## config.mk

```make
export PLATFORM = sky130hd
export DESIGN_NAME = voxel_face_quad_emitter
export DESIGN_NICKNAME = d
export VERILOG_FILES = /design/src/rtl/core/vfq_pkg.sv /design/src/rtl/core/vfq_front.sv /design/src/rtl/core/vfq_queue.sv /design/src/rtl/core/vfq_back.sv /design/src/rtl/core/voxel_face_quad_emitter.sv
export SDC_FILE = /design/constraint.sdc
export NUM_CORES = 1
export LEC_CHECK = 0
export ABC_AREA = 1
export BUFFER_PORTS_ARGS = -buffer_cell sky130_fd_sc_hd__clkbuf_2
export CAP_MARGIN = 10
export CORE_ASPECT_RATIO = 0.6
export CORE_UTILIZATION = 40
export DETAILED_ROUTE_END_ITERATION = 16
export GPL_TIMING_DRIVEN = 0
export PLACE_DENSITY = 0.59
export RECOVER_POWER = 100
export SYNTH_ARGS = -nofsm -noshare
export SYNTH_HDL_FRONTEND = slang
export SYNTH_SLANG_ARGS = --single-unit
```

## constraint.sdc

```tcl
create_clock -name clk -period 7.5 [get_ports clk]
set_input_delay 0.375 -clock clk [delete_from_list [all_inputs] [get_ports clk]]
set_output_delay 0.375 -clock clk [all_outputs]
set_load 0.02 [all_outputs]
```

## src/rtl/core/vfq_pkg.sv

```systemverilog
package vfq_pkg;

    // Atlas layout and queue sizing.
    localparam int ATLAS_COLUMNS = 16;
    localparam int QUEUE_DEPTH   = 2;
    localparam int QUEUE_AW      = (QUEUE_DEPTH > 1) ? $clog2(QUEUE_DEPTH) : 1;

    // Request codes.
    localparam logic REQ_ADD   = 1'b0;
    localparam logic REQ_CLEAR = 1'b1;

    // Face codes.
    localparam logic [2:0] FACE_LEFT   = 3'd0;
    localparam logic [2:0] FACE_RIGHT  = 3'd1;
    localparam logic [2:0] FACE_TOP    = 3'd2;
    localparam logic [2:0] FACE_BOTTOM = 3'd3;
    localparam logic [2:0] FACE_FRONT  = 3'd4;
    localparam logic [2:0] FACE_BACK   = 3'd5;

    // Shade limits.
    localparam logic [8:0] SHADE_FLOOR_BOX    = 9'd32;
    localparam logic [7:0] SHADE_FLOOR_SPRITE = 8'd16;
    localparam logic [7:0] SHADE_FULL         = 8'd255;
    localparam logic [7:0] SPRITE_DARK_LIMIT  = 8'd239;

    // Full cell extent in sixteenths.
    localparam logic [4:0] CELL_EXTENT = 5'd16;

    typedef logic [255:0][7:0] tile_table_t;
    typedef logic [3:0][2:0]   corner_set_t;

    // One classified face, ready for vertex generation.
    typedef struct packed {
        logic              buffer;
        logic [15:0]       base_index;
        logic [4:0]        mn_x;
        logic [4:0]        mn_y;
        logic [4:0]        mn_z;
        logic [4:0]        mx_x;
        logic [4:0]        mx_y;
        logic [4:0]        mx_z;
        logic [3:0]        p_x;
        logic [3:0]        p_y;
        logic [3:0]        p_z;
        corner_set_t       corners;
        logic [7:0]        shade;
        logic [8:0]        umin;
        logic [8:0]        umax;
        logic [8:0]        vmin;
        logic [8:0]        vmax;
    } quad_desc_t;

    // Queue fill status seen by both sides.
    typedef struct packed {
        logic full;
        logic empty;
    } queue_status_t;

    // Tile row and column tables, built at elaboration.
    function automatic tile_table_t make_tile_row();
        tile_table_t t;
        for (int i = 0; i < 256; i++)
        begin
            t[i] = 8'(i / ATLAS_COLUMNS);
        end
        return t;
    endfunction

    function automatic tile_table_t make_tile_col();
        tile_table_t t;
        for (int i = 0; i < 256; i++)
        begin
            t[i] = 8'(i % ATLAS_COLUMNS);
        end
        return t;
    endfunction

    localparam tile_table_t TILE_ROW = make_tile_row();
    localparam tile_table_t TILE_COL = make_tile_col();

    function automatic corner_set_t pack_corners(input logic [2:0] c0, input logic [2:0] c1,
                                                 input logic [2:0] c2, input logic [2:0] c3);
        corner_set_t r;
        r[0] = c0;
        r[1] = c1;
        r[2] = c2;
        r[3] = c3;
        return r;
    endfunction

    // Corner selectors: bit 0 takes x from max, bit 1 y, bit 2 z.
    function automatic corner_set_t box_corners(input logic [2:0] bface);
        corner_set_t r;
        case (bface)
            FACE_LEFT:   r = pack_corners(3'd0, 3'd6, 3'd2, 3'd4);
            FACE_RIGHT:  r = pack_corners(3'd5, 3'd3, 3'd7, 3'd1);
            FACE_TOP:    r = pack_corners(3'd6, 3'd3, 3'd2, 3'd7);
            FACE_BOTTOM: r = pack_corners(3'd0, 3'd5, 3'd4, 3'd1);
            FACE_FRONT:  r = pack_corners(3'd4, 3'd7, 3'd6, 3'd5);
            FACE_BACK:   r = pack_corners(3'd1, 3'd2, 3'd3, 3'd0);
            default:     r = pack_corners(3'd6, 3'd3, 3'd2, 3'd7);
        endcase
        return r;
    endfunction

    function automatic corner_set_t sprite_corners(input logic [1:0] sface);
        corner_set_t r;
        case (sface)
            2'd0:    r = pack_corners(3'd0, 3'd7, 3'd2, 3'd5);
            2'd1:    r = pack_corners(3'd5, 3'd2, 3'd7, 3'd0);
            2'd2:    r = pack_corners(3'd4, 3'd3, 3'd6, 3'd1);
            default: r = pack_corners(3'd1, 3'd6, 3'd3, 3'd4);
        endcase
        return r;
    endfunction

    // Base brightness of a box face.
    function automatic logic [8:0] face_brightness(input logic [2:0] bface);
        logic [8:0] b;
        case (bface)
            FACE_LEFT, FACE_RIGHT: b = 9'd150;
            FACE_BOTTOM:           b = 9'd100;
            FACE_FRONT, FACE_BACK: b = 9'd200;
            default:               b = 9'd255;
        endcase
        return b;
    endfunction

endpackage

```

## src/rtl/core/vfq_front.sv

```systemverilog
module vfq_front (
    input  logic                   clk,
    input  logic                   rst_n,
    input  logic                   in_valid,
    output logic                   in_ready,
    input  logic                   req_type,
    input  logic [2:0]             face,
    input  logic                   sprite,
    input  logic                   buffer_sel,
    input  logic [3:0]             cell_x,
    input  logic [3:0]             cell_y,
    input  logic [3:0]             cell_z,
    input  logic [14:0]            box_min,
    input  logic [14:0]            box_max,
    input  logic [7:0]             tile_id,
    input  logic [7:0]             light,
    input  vfq_pkg::queue_status_t q_status,
    output logic                   push,
    output vfq_pkg::quad_desc_t    push_desc
);

    logic [15:0] count_reg [2];
    logic [15:0] count_next [2];
    logic        accept;
    logic [2:0]  bface;
    logic [4:0]  mn_x, mn_y, mn_z, mx_x, mx_y, mx_z;
    logic [4:0]  u_lo, u_hi, v_lo, v_hi;
    logic [8:0]  tx, ty;
    logic [8:0]  base_bright;
    logic [7:0]  tile_row, tile_col;

    // A transfer is taken whenever the queue has room for a face.
    assign in_ready = !q_status.full;
    assign accept   = in_valid && in_ready;
    assign push     = accept && (req_type == vfq_pkg::REQ_ADD);

    // Classify the face: geometry box, corners, crop and shade.
    always_comb
    begin
        bface = (face > vfq_pkg::FACE_BACK) ? vfq_pkg::FACE_TOP : face;
        tile_row = vfq_pkg::TILE_ROW[tile_id];
        tile_col = vfq_pkg::TILE_COL[tile_id];
        tx = {tile_col[4:0], 4'b0000};
        ty = {tile_row[4:0], 4'b0000};
        base_bright = vfq_pkg::face_brightness(bface);

        if (sprite)
        begin
            mn_x = '0;
            mn_y = '0;
            mn_z = '0;
            mx_x = vfq_pkg::CELL_EXTENT;
            mx_y = vfq_pkg::CELL_EXTENT;
            mx_z = vfq_pkg::CELL_EXTENT;
        end
        else
        begin
            mn_x = box_min[4:0];
            mn_y = box_min[9:5];
            mn_z = box_min[14:10];
            mx_x = box_max[4:0];
            mx_y = box_max[9:5];
            mx_z = box_max[14:10];
        end

        // Texture crop axes follow the face orientation.
        if (sprite)
        begin
            u_lo = '0;
            u_hi = vfq_pkg::CELL_EXTENT;
            v_lo = '0;
            v_hi = vfq_pkg::CELL_EXTENT;
        end
        else if (bface == vfq_pkg::FACE_FRONT || bface == vfq_pkg::FACE_BACK)
        begin
            u_lo = mn_x;
            u_hi = mx_x;
            v_lo = mn_y;
            v_hi = mx_y;
        end
        else if (bface == vfq_pkg::FACE_LEFT || bface == vfq_pkg::FACE_RIGHT)
        begin
            u_lo = mn_z;
            u_hi = mx_z;
            v_lo = mn_y;
            v_hi = mx_y;
        end
        else
        begin
            u_lo = mn_x;
            u_hi = mx_x;
            v_lo = mn_z;
            v_hi = mx_z;
        end

        push_desc.buffer     = buffer_sel;
        push_desc.base_index = count_reg[buffer_sel];
        push_desc.mn_x       = mn_x;
        push_desc.mn_y       = mn_y;
        push_desc.mn_z       = mn_z;
        push_desc.mx_x       = mx_x;
        push_desc.mx_y       = mx_y;
        push_desc.mx_z       = mx_z;
        push_desc.p_x        = cell_x;
        push_desc.p_y        = cell_y;
        push_desc.p_z        = cell_z;
        push_desc.corners    = sprite ? vfq_pkg::sprite_corners(face[1:0])
                                      : vfq_pkg::box_corners(bface);
        push_desc.umin       = tx + 9'(u_lo);
        push_desc.umax       = tx + 9'(u_hi);
        push_desc.vmin       = ty + 9'(v_lo);
        push_desc.vmax       = ty + 9'(v_hi);

        if (sprite)
        begin
            push_desc.shade = (light > vfq_pkg::SPRITE_DARK_LIMIT)
                            ? vfq_pkg::SHADE_FLOOR_SPRITE : (vfq_pkg::SHADE_FULL - light);
        end
        else if ((9'(light) + vfq_pkg::SHADE_FLOOR_BOX) > base_bright)
        begin
            push_desc.shade = vfq_pkg::SHADE_FLOOR_BOX[7:0];
        end
        else
        begin
            push_desc.shade = 8'(base_bright - 9'(light));
        end
    end

    // Per-buffer vertex counters advance by four at acceptance of an add, so order is kept; a clear zeroes both.
    always_comb
    begin
        count_next[0] = count_reg[0];
        count_next[1] = count_reg[1];
        if (accept)
        begin
            if (req_type == vfq_pkg::REQ_CLEAR)
            begin
                count_next[0] = '0;
                count_next[1] = '0;
            end
            else
            begin
                count_next[buffer_sel] = count_reg[buffer_sel] + 16'd4;
            end
        end
    end

    always_ff @(posedge clk or negedge rst_n)
    begin
        if (!rst_n)
        begin
            count_reg[0] <= '0;
            count_reg[1] <= '0;
        end
        else
        begin
            count_reg[0] <= count_next[0];
            count_reg[1] <= count_next[1];
        end
    end

endmodule

```

## src/rtl/core/vfq_queue.sv

```systemverilog
module vfq_queue (
    input  logic                   clk,
    input  logic                   rst_n,
    input  logic                   push,
    input  vfq_pkg::quad_desc_t    push_desc,
    input  logic                   pop,
    output vfq_pkg::quad_desc_t    head_desc,
    output vfq_pkg::queue_status_t status
);

    localparam int CW = $clog2(vfq_pkg::QUEUE_DEPTH + 1);

    vfq_pkg::quad_desc_t          mem_reg [vfq_pkg::QUEUE_DEPTH];
    logic [vfq_pkg::QUEUE_AW-1:0] wr_ptr_reg, wr_ptr_next;
    logic [vfq_pkg::QUEUE_AW-1:0] rd_ptr_reg, rd_ptr_next;
    logic [CW-1:0]                count_reg, count_next;

    assign status.full  = (count_reg == CW'(vfq_pkg::QUEUE_DEPTH));
    assign status.empty = (count_reg == '0);
    assign head_desc    = mem_reg[rd_ptr_reg];

    // Pointer and fill count update.
    always_comb
    begin
        wr_ptr_next = wr_ptr_reg;
        rd_ptr_next = rd_ptr_reg;
        count_next  = count_reg;
        if (push)
        begin
            wr_ptr_next = (wr_ptr_reg == vfq_pkg::QUEUE_AW'(vfq_pkg::QUEUE_DEPTH - 1))
                        ? '0 : wr_ptr_reg + 1'b1;
        end
        if (pop)
        begin
            rd_ptr_next = (rd_ptr_reg == vfq_pkg::QUEUE_AW'(vfq_pkg::QUEUE_DEPTH - 1))
                        ? '0 : rd_ptr_reg + 1'b1;
        end
        if (push && !pop)
        begin
            count_next = count_reg + 1'b1;
        end
        else if (pop && !push)
        begin
            count_next = count_reg - 1'b1;
        end
    end

    always_ff @(posedge clk or negedge rst_n)
    begin
        if (!rst_n)
        begin
            wr_ptr_reg <= '0;
            rd_ptr_reg <= '0;
            count_reg  <= '0;
        end
        else
        begin
            wr_ptr_reg <= wr_ptr_next;
            rd_ptr_reg <= rd_ptr_next;
            count_reg  <= count_next;
        end
    end

    // Entry storage.
    always_ff @(posedge clk)
    begin
        if (push)
        begin
            mem_reg[wr_ptr_reg] <= push_desc;
        end
    end

endmodule

```

## src/rtl/core/vfq_back.sv

```systemverilog
module vfq_back (
    input  logic                   clk,
    input  logic                   rst_n,
    input  vfq_pkg::quad_desc_t    head_desc,
    input  vfq_pkg::queue_status_t q_status,
    output logic                   pop,
    output logic                   out_valid,
    input  logic                   out_ready,
    output logic                   out_buffer,
    output logic [15:0]            vertex_index,
    output logic [7:0]             vert_x,
    output logic [7:0]             vert_y,
    output logic [7:0]             vert_z,
    output logic [7:0]             shade,
    output logic [8:0]             tex_u,
    output logic [8:0]             tex_v,
    output logic                   last
);

    logic        out_valid_reg, out_valid_next;
    logic [1:0]  corner_reg, corner_next;
    logic        load;
    logic [2:0]  sel;
    logic        out_buffer_reg;
    logic [15:0] vertex_index_reg;
    logic [7:0]  vert_x_reg, vert_y_reg, vert_z_reg, shade_reg;
    logic [8:0]  tex_u_reg, tex_v_reg;
    logic        last_reg;

    // Byte coordinate: floor(15 * (c + 16 * p) / 16), low eight bits.
    function automatic logic [7:0] quant(input logic [4:0] c, input logic [3:0] p);
        logic [8:0]  sum;
        logic [12:0] prod;
        sum  = {1'b0, p, 4'b0000} + 9'(c);
        prod = {sum, 4'b0000} - 13'(sum);
        return prod[11:4];
    endfunction

    // The output register is refilled when empty or when its vertex leaves.
    assign load = !out_valid_reg || out_ready;
    assign pop  = load && !q_status.empty && (corner_reg == 2'd3);
    assign sel  = head_desc.corners[corner_reg];

    always_comb
    begin
        out_valid_next = out_valid_reg;
        corner_next    = corner_reg;
        if (load)
        begin
            out_valid_next = !q_status.empty;
            if (!q_status.empty)
            begin
                corner_next = corner_reg + 2'd1;
            end
        end
    end

    always_ff @(posedge clk or negedge rst_n)
    begin
        if (!rst_n)
        begin
            out_valid_reg <= 1'b0;
            corner_reg    <= '0;
        end
        else
        begin
            out_valid_reg <= out_valid_next;
            corner_reg    <= corner_next;
        end
    end

    // Vertex payload for the current corner of the head face.
    always_ff @(posedge clk)
    begin
        if (load && !q_status.empty)
        begin
            out_buffer_reg   <= head_desc.buffer;
            vertex_index_reg <= head_desc.base_index + 16'(corner_reg);
            vert_x_reg <= quant(sel[0] ? head_desc.mx_x : head_desc.mn_x, head_desc.p_x);
            vert_y_reg <= quant(sel[1] ? head_desc.mx_y : head_desc.mn_y, head_desc.p_y);
            vert_z_reg <= quant(sel[2] ? head_desc.mx_z : head_desc.mn_z, head_desc.p_z);
            shade_reg  <= head_desc.shade;
            tex_u_reg  <= (corner_reg == 2'd0 || corner_reg == 2'd2)
                        ? head_desc.umin : head_desc.umax;
            tex_v_reg  <= (corner_reg == 2'd1 || corner_reg == 2'd2)
                        ? head_desc.vmin : head_desc.vmax;
            last_reg   <= (corner_reg == 2'd3);
        end
    end

    assign out_valid    = out_valid_reg;
    assign out_buffer   = out_buffer_reg;
    assign vertex_index = vertex_index_reg;
    assign vert_x       = vert_x_reg;
    assign vert_y       = vert_y_reg;
    assign vert_z       = vert_z_reg;
    assign shade        = shade_reg;
    assign tex_u        = tex_u_reg;
    assign tex_v        = tex_v_reg;
    assign last         = last_reg;

endmodule

```

## src/rtl/core/voxel_face_quad_emitter.sv

```systemverilog
// Voxel face quad emitter. Each add-face transfer yields four vertex transfers on the
// output channel, one per clock while out_ready is high, so a steady stream of faces is
// limited by the single vertex output port. A clear transfer resets both vertex counters
// and yields no vertices. Faces are classified on entry and wait in a two-entry queue,
// so the input keeps accepting while the output stalls until the queue is full; an
// accepted face is written into the queue, then loaded into the output register.

module voxel_face_quad_emitter (
    input  logic        clk,
    input  logic        rst_n,
    input  logic        in_valid,
    output logic        in_ready,
    input  logic        req_type,
    input  logic [2:0]  face,
    input  logic        sprite,
    input  logic        buffer_sel,
    input  logic [3:0]  cell_x,
    input  logic [3:0]  cell_y,
    input  logic [3:0]  cell_z,
    input  logic [14:0] box_min,
    input  logic [14:0] box_max,
    input  logic [7:0]  tile_id,
    input  logic [7:0]  light,
    output logic        out_valid,
    input  logic        out_ready,
    output logic        out_buffer,
    output logic [15:0] vertex_index,
    output logic [7:0]  vert_x,
    output logic [7:0]  vert_y,
    output logic [7:0]  vert_z,
    output logic [7:0]  shade,
    output logic [8:0]  tex_u,
    output logic [8:0]  tex_v,
    output logic        last
);

    vfq_pkg::queue_status_t q_status;
    vfq_pkg::quad_desc_t    push_desc;
    vfq_pkg::quad_desc_t    head_desc;
    logic                   push;
    logic                   pop;

    // Front: accept, classify and count vertices.
    vfq_front u_front (
        .clk        (clk),
        .rst_n      (rst_n),
        .in_valid   (in_valid),
        .in_ready   (in_ready),
        .req_type   (req_type),
        .face       (face),
        .sprite     (sprite),
        .buffer_sel (buffer_sel),
        .cell_x     (cell_x),
        .cell_y     (cell_y),
        .cell_z     (cell_z),
        .box_min    (box_min),
        .box_max    (box_max),
        .tile_id    (tile_id),
        .light      (light),
        .q_status   (q_status),
        .push       (push),
        .push_desc  (push_desc)
    );

    // Decoupling queue of classified faces.
    vfq_queue u_queue (
        .clk       (clk),
        .rst_n     (rst_n),
        .push      (push),
        .push_desc (push_desc),
        .pop       (pop),
        .head_desc (head_desc),
        .status    (q_status)
    );

    // Back: emit four vertices per face.
    vfq_back u_back (
        .clk          (clk),
        .rst_n        (rst_n),
        .head_desc    (head_desc),
        .q_status     (q_status),
        .pop          (pop),
        .out_valid    (out_valid),
        .out_ready    (out_ready),
        .out_buffer   (out_buffer),
        .vertex_index (vertex_index),
        .vert_x       (vert_x),
        .vert_y       (vert_y),
        .vert_z       (vert_z),
        .shade        (shade),
        .tex_u        (tex_u),
        .tex_v        (tex_v),
        .last         (last)
    );

    // A quad never stalls internally once its first vertex is out.
    a_quad_no_bubble: assert property (@(posedge clk) disable iff (!rst_n)
        out_valid && out_ready && !last |=> out_valid)
        else $error("vertex stream broke inside a quad");

    // Vertices of one quad are numbered consecutively in the same buffer.
    a_quad_index_step: assert property (@(posedge clk) disable iff (!rst_n)
        out_valid && out_ready && !last |=>
            (vertex_index == $past(vertex_index) + 16'd1) && (out_buffer == $past(out_buffer)))
        else $error("vertex index not consecutive within a quad");

    // The queue never takes a face while full or gives one while empty.
    a_queue_bounds: assert property (@(posedge clk) disable iff (!rst_n)
        !(push && q_status.full) && !(pop && q_status.empty))
        else $error("queue overflow or underflow");

endmodule

```

==> impl_metrics.toml <==
[die]
core_mm2 = 0.0383
dieArea_mm2 = 0.0402
die_h_um = 156
io-pin-count = 138
initial_utilization_pct = 41.2
fp.dieW_um = 258
rows = 55

[timing]
fin_skew_ps = 22.3
slew_viol_final = 179
tns_ps = 0
rsz0062_at_grt = "no"
fin_ws_ps = 1970
hold_violations = 0
worstMarginPinSlew_ps = 2250
fin_crit_ps = 5530
setup_viol = 0
relSlewSlack_pct = -50.3
fin_crit_sh_pct = 73.7
max_freq_mhz = 181

[critical_path]
path_delay_family = "buffers and inverters"
end_kind = "register"
cp_common_cell = "nand2_1"
critPathMaxFanout = 10
startpoint = "u_queue.rd_ptr_reg"
slowest_delay_ps = 680
path_buf_inv = 6
worstPathRequired_ps = 7780
crit_cells = 20
critPathKind = "register to register"
worstPathArrival_ps = 5810
r2r_cells = 20
cpMaxStageDelayCell = "clkbuf_1"
path_cells = "inv_1, clkbuf_1, clkbuf_1, clkbuf_1, clkbuf_1, nand2_1, nand2_1, ha_1, ha_1, or2_2, nand2_1, ha_1, nand2_1, inv_1, a221oi_1, o21ai_0, nand2_1, nand2_1, nand2_1, nand2_1"
startpoint_type = "register"
reg2reg_from = "u_queue.rd_ptr_reg"

[clocking]
cts-resized-gates = 0
numClockSinks = 329
numCtsBuffers = 34
hold_buffers = 0
cts_tree = "done"
postCtsSetupBuffers = 0
clk_path_buf_depth = 3
root_buffer = "clkbuf_16"
clk_pin_slew_ps = 60
clkLatencyLatePin_ps = 530
htreeDepth = 2

[power]
pwr-share-clk_pct = 20.7
worst_ir_drop_vdd_mv = 0.170
swShare_pct = 41.7
totalPowerFinal_mw = 8.16
intPower_mw = 4.76
p_switching_mw = 3.41
power.density_mw_per_mm2 = 454
p_comb_share_pct = 45.5
p_leak_nw = 7.40
power_frac_seq_pct = 33.8

[synthesis]
ys_seq_elements = 329
ys_seq_area_share_pct = 61.4
yosysTopAreaCell = "edfxtp_1"
synth_enable_flop_cells = 290
syn_avg_cell_area_um2 = 10.8
synth.area.top_cells = "edfxtp_1, nand2_1, dfrtp_1"
synthCells = 1466
synth_ff_type = "edfxtp_1"
netlist_area_mm2 = 0.0158
synth-warning-count = 0
synth_cell_types = 53
netlist.area_leader.share_pct = 55.3
synth_fp_nets = 1592
async_reset_ff_share_pct = 11.9

[hold_path]
holdPathStages = 1
hold_path_class = "primary input to register"
worstHoldStart = "cell_x[0]"

[route]
routed_wl_um = 39300
drcViolationCount = 0
ant_nets = 0
avgRoutedWirePerCell_um = 18.0
drt_iter0_markers = 952
vias_per_cell = 5.04
firstDrtPassIters = 5
vias = 10998

[global_routing]
grt_antenna_before_repair = 4
grt-ovfl-total = 0
grt_pass1_vias = 10458
grt_max_degree = 40
grt_first_pass_wirelength_um = 59900
grt.total_usage_pct = 19.6

[finish]
stdcell_area_mm2 = 0.0180
drive_gt1_share_pct = 9.76
final_common_cell = "nand2_1"
syn2layout_area_growth_pct = 14.1
largest_reg_flops = 222
finalNetCount = 1774
nFillCells = 3588
layout_common_cells = "nand2_1, edfxtp_1, inv_1"
instances_no_fill = 2184

[placement]
dp.cells = 2125
dp_slack_ps = 3010
place_hpwl_um = 28500
place_congestion = 0.896
io_buffers = 135
placed_area_mm2 = 0.0173

[job]
drv_cap = 7

[run_status]
status = "finished with violations"
violations = "max-capacitance violations, max-slew violations"
-- cell families (layout without fill, tap and decap cells) --
| kind of cell | Yosys count | count (layout) | synth area share [%] |
|---|---|---|---|
| AND/OR/NAND/NOR | 568 | 568 | 15.4 |
| flip-flops | 329 | 329 | 61.4 |
| buffers and inverters | 228 | 432 | 6.13 |
| AO/OA/AOI/OAI | 212 | 212 | 8.26 |
| adder cells (fa/ha/maj) | 58 | 58 | 4.70 |
| XOR/XNOR | 55 | 55 | 3.06 |
| multiplexers | 16 | 16 | 1.02 |
| other | 0 | 1 | 0 |
-- power groups by stage --
stage | combinational [mW] | clock (mW) | sequential (mW)
6_report | 3.72 | 1.69 | 2.76
5_1_grt | 4.15 | 1.80 | 2.80
4_1_cts | 3.88 | 1.73 | 2.75
3_5_place_dp | 3.86 | 0 | 2.78
3_3_place_gp | 3.76 | 0 | 2.87
2_1_floorplan | 2.39 | 0 | 3.08
-- layout make-up --
type,count,area [um2],area share (%)
buffer,40,204,1.13
timing repair buffer,146,651,3.62
sequential,329,9680,53.8
clock buffer,39,891,4.95
multi-input combinational,909,5020,27.9
inverter,188,706,3.92
tap,513,642,3.57
antenna,1,2.50,0.0139
clock inverter,19,191,1.06
-- layer usage --
layer | GRT usage [%] | routed length (um) | share of wire (%)
met1 | 29.5 | 19400 | 49
met2 | 28.9 | 16600 | 42
met3 | 4.03 | 2650 | 6.7
met4 | 4.79 | 699 | 1.8
met5 | 0 | 27 | 0.069
-- final timing paths --
path                                          endpoint  slack, ps
worst max-delay path                  u_back.vert_x[7]       1970
worst min-delay path            u_queue.mem_reg[0][64]         50
worst max register to register        u_back.vert_x[7]       1970
worst min register to register    u_front.count_reg[1]        470
max in group asynchronous         u_back.corner_reg[0]       5700
min in group asynchronous        u_front.count_reg[11]        510
-- metrics by stage --
step / util (%) / hold slack [ps]
after global placement: 44.6 / 449
after global routing: 47.0 / 25.3
after detailed placement: 45.3 / 456
after CTS: 48.1 / 27.3
final: 47.0 / 47.4
after floorplan: - / 79.4
-- synth_stat cells (2+ instances only) --
cell type / instances
o21ai_4: 2
ha_1: 56
o22ai_1: 39
nor2_4: 4
inv_2: 7
a22oi_1: 9
dfrtp_1: 39
or2_2: 13
nor2_1: 119
o31ai_1: 3
mux2i_1: 16
o21ai_1: 7
nor2_2: 7
buf_2: 11
buf_1: 3
buf_4: 4
nand2_2: 11
a211oi_1: 2
a31oi_1: 6
nand3b_1: 7
o21ai_0: 73
xnor2_1: 18
buf_6: 5
a21oi_1: 33
nand3_1: 63
nand4_1: 5
o211ai_1: 6
nor3_1: 8
edfxtp_1: 290
or2_1: 3
nand3_2: 2
buf_12: 2
inv_1: 180
o21a_1: 3
fa_1: 2
xor2_1: 37
nand2_1: 323
o21ai_2: 20
clkbuf_1: 14
No activity file was read; power rests on OpenSTA's default activity.
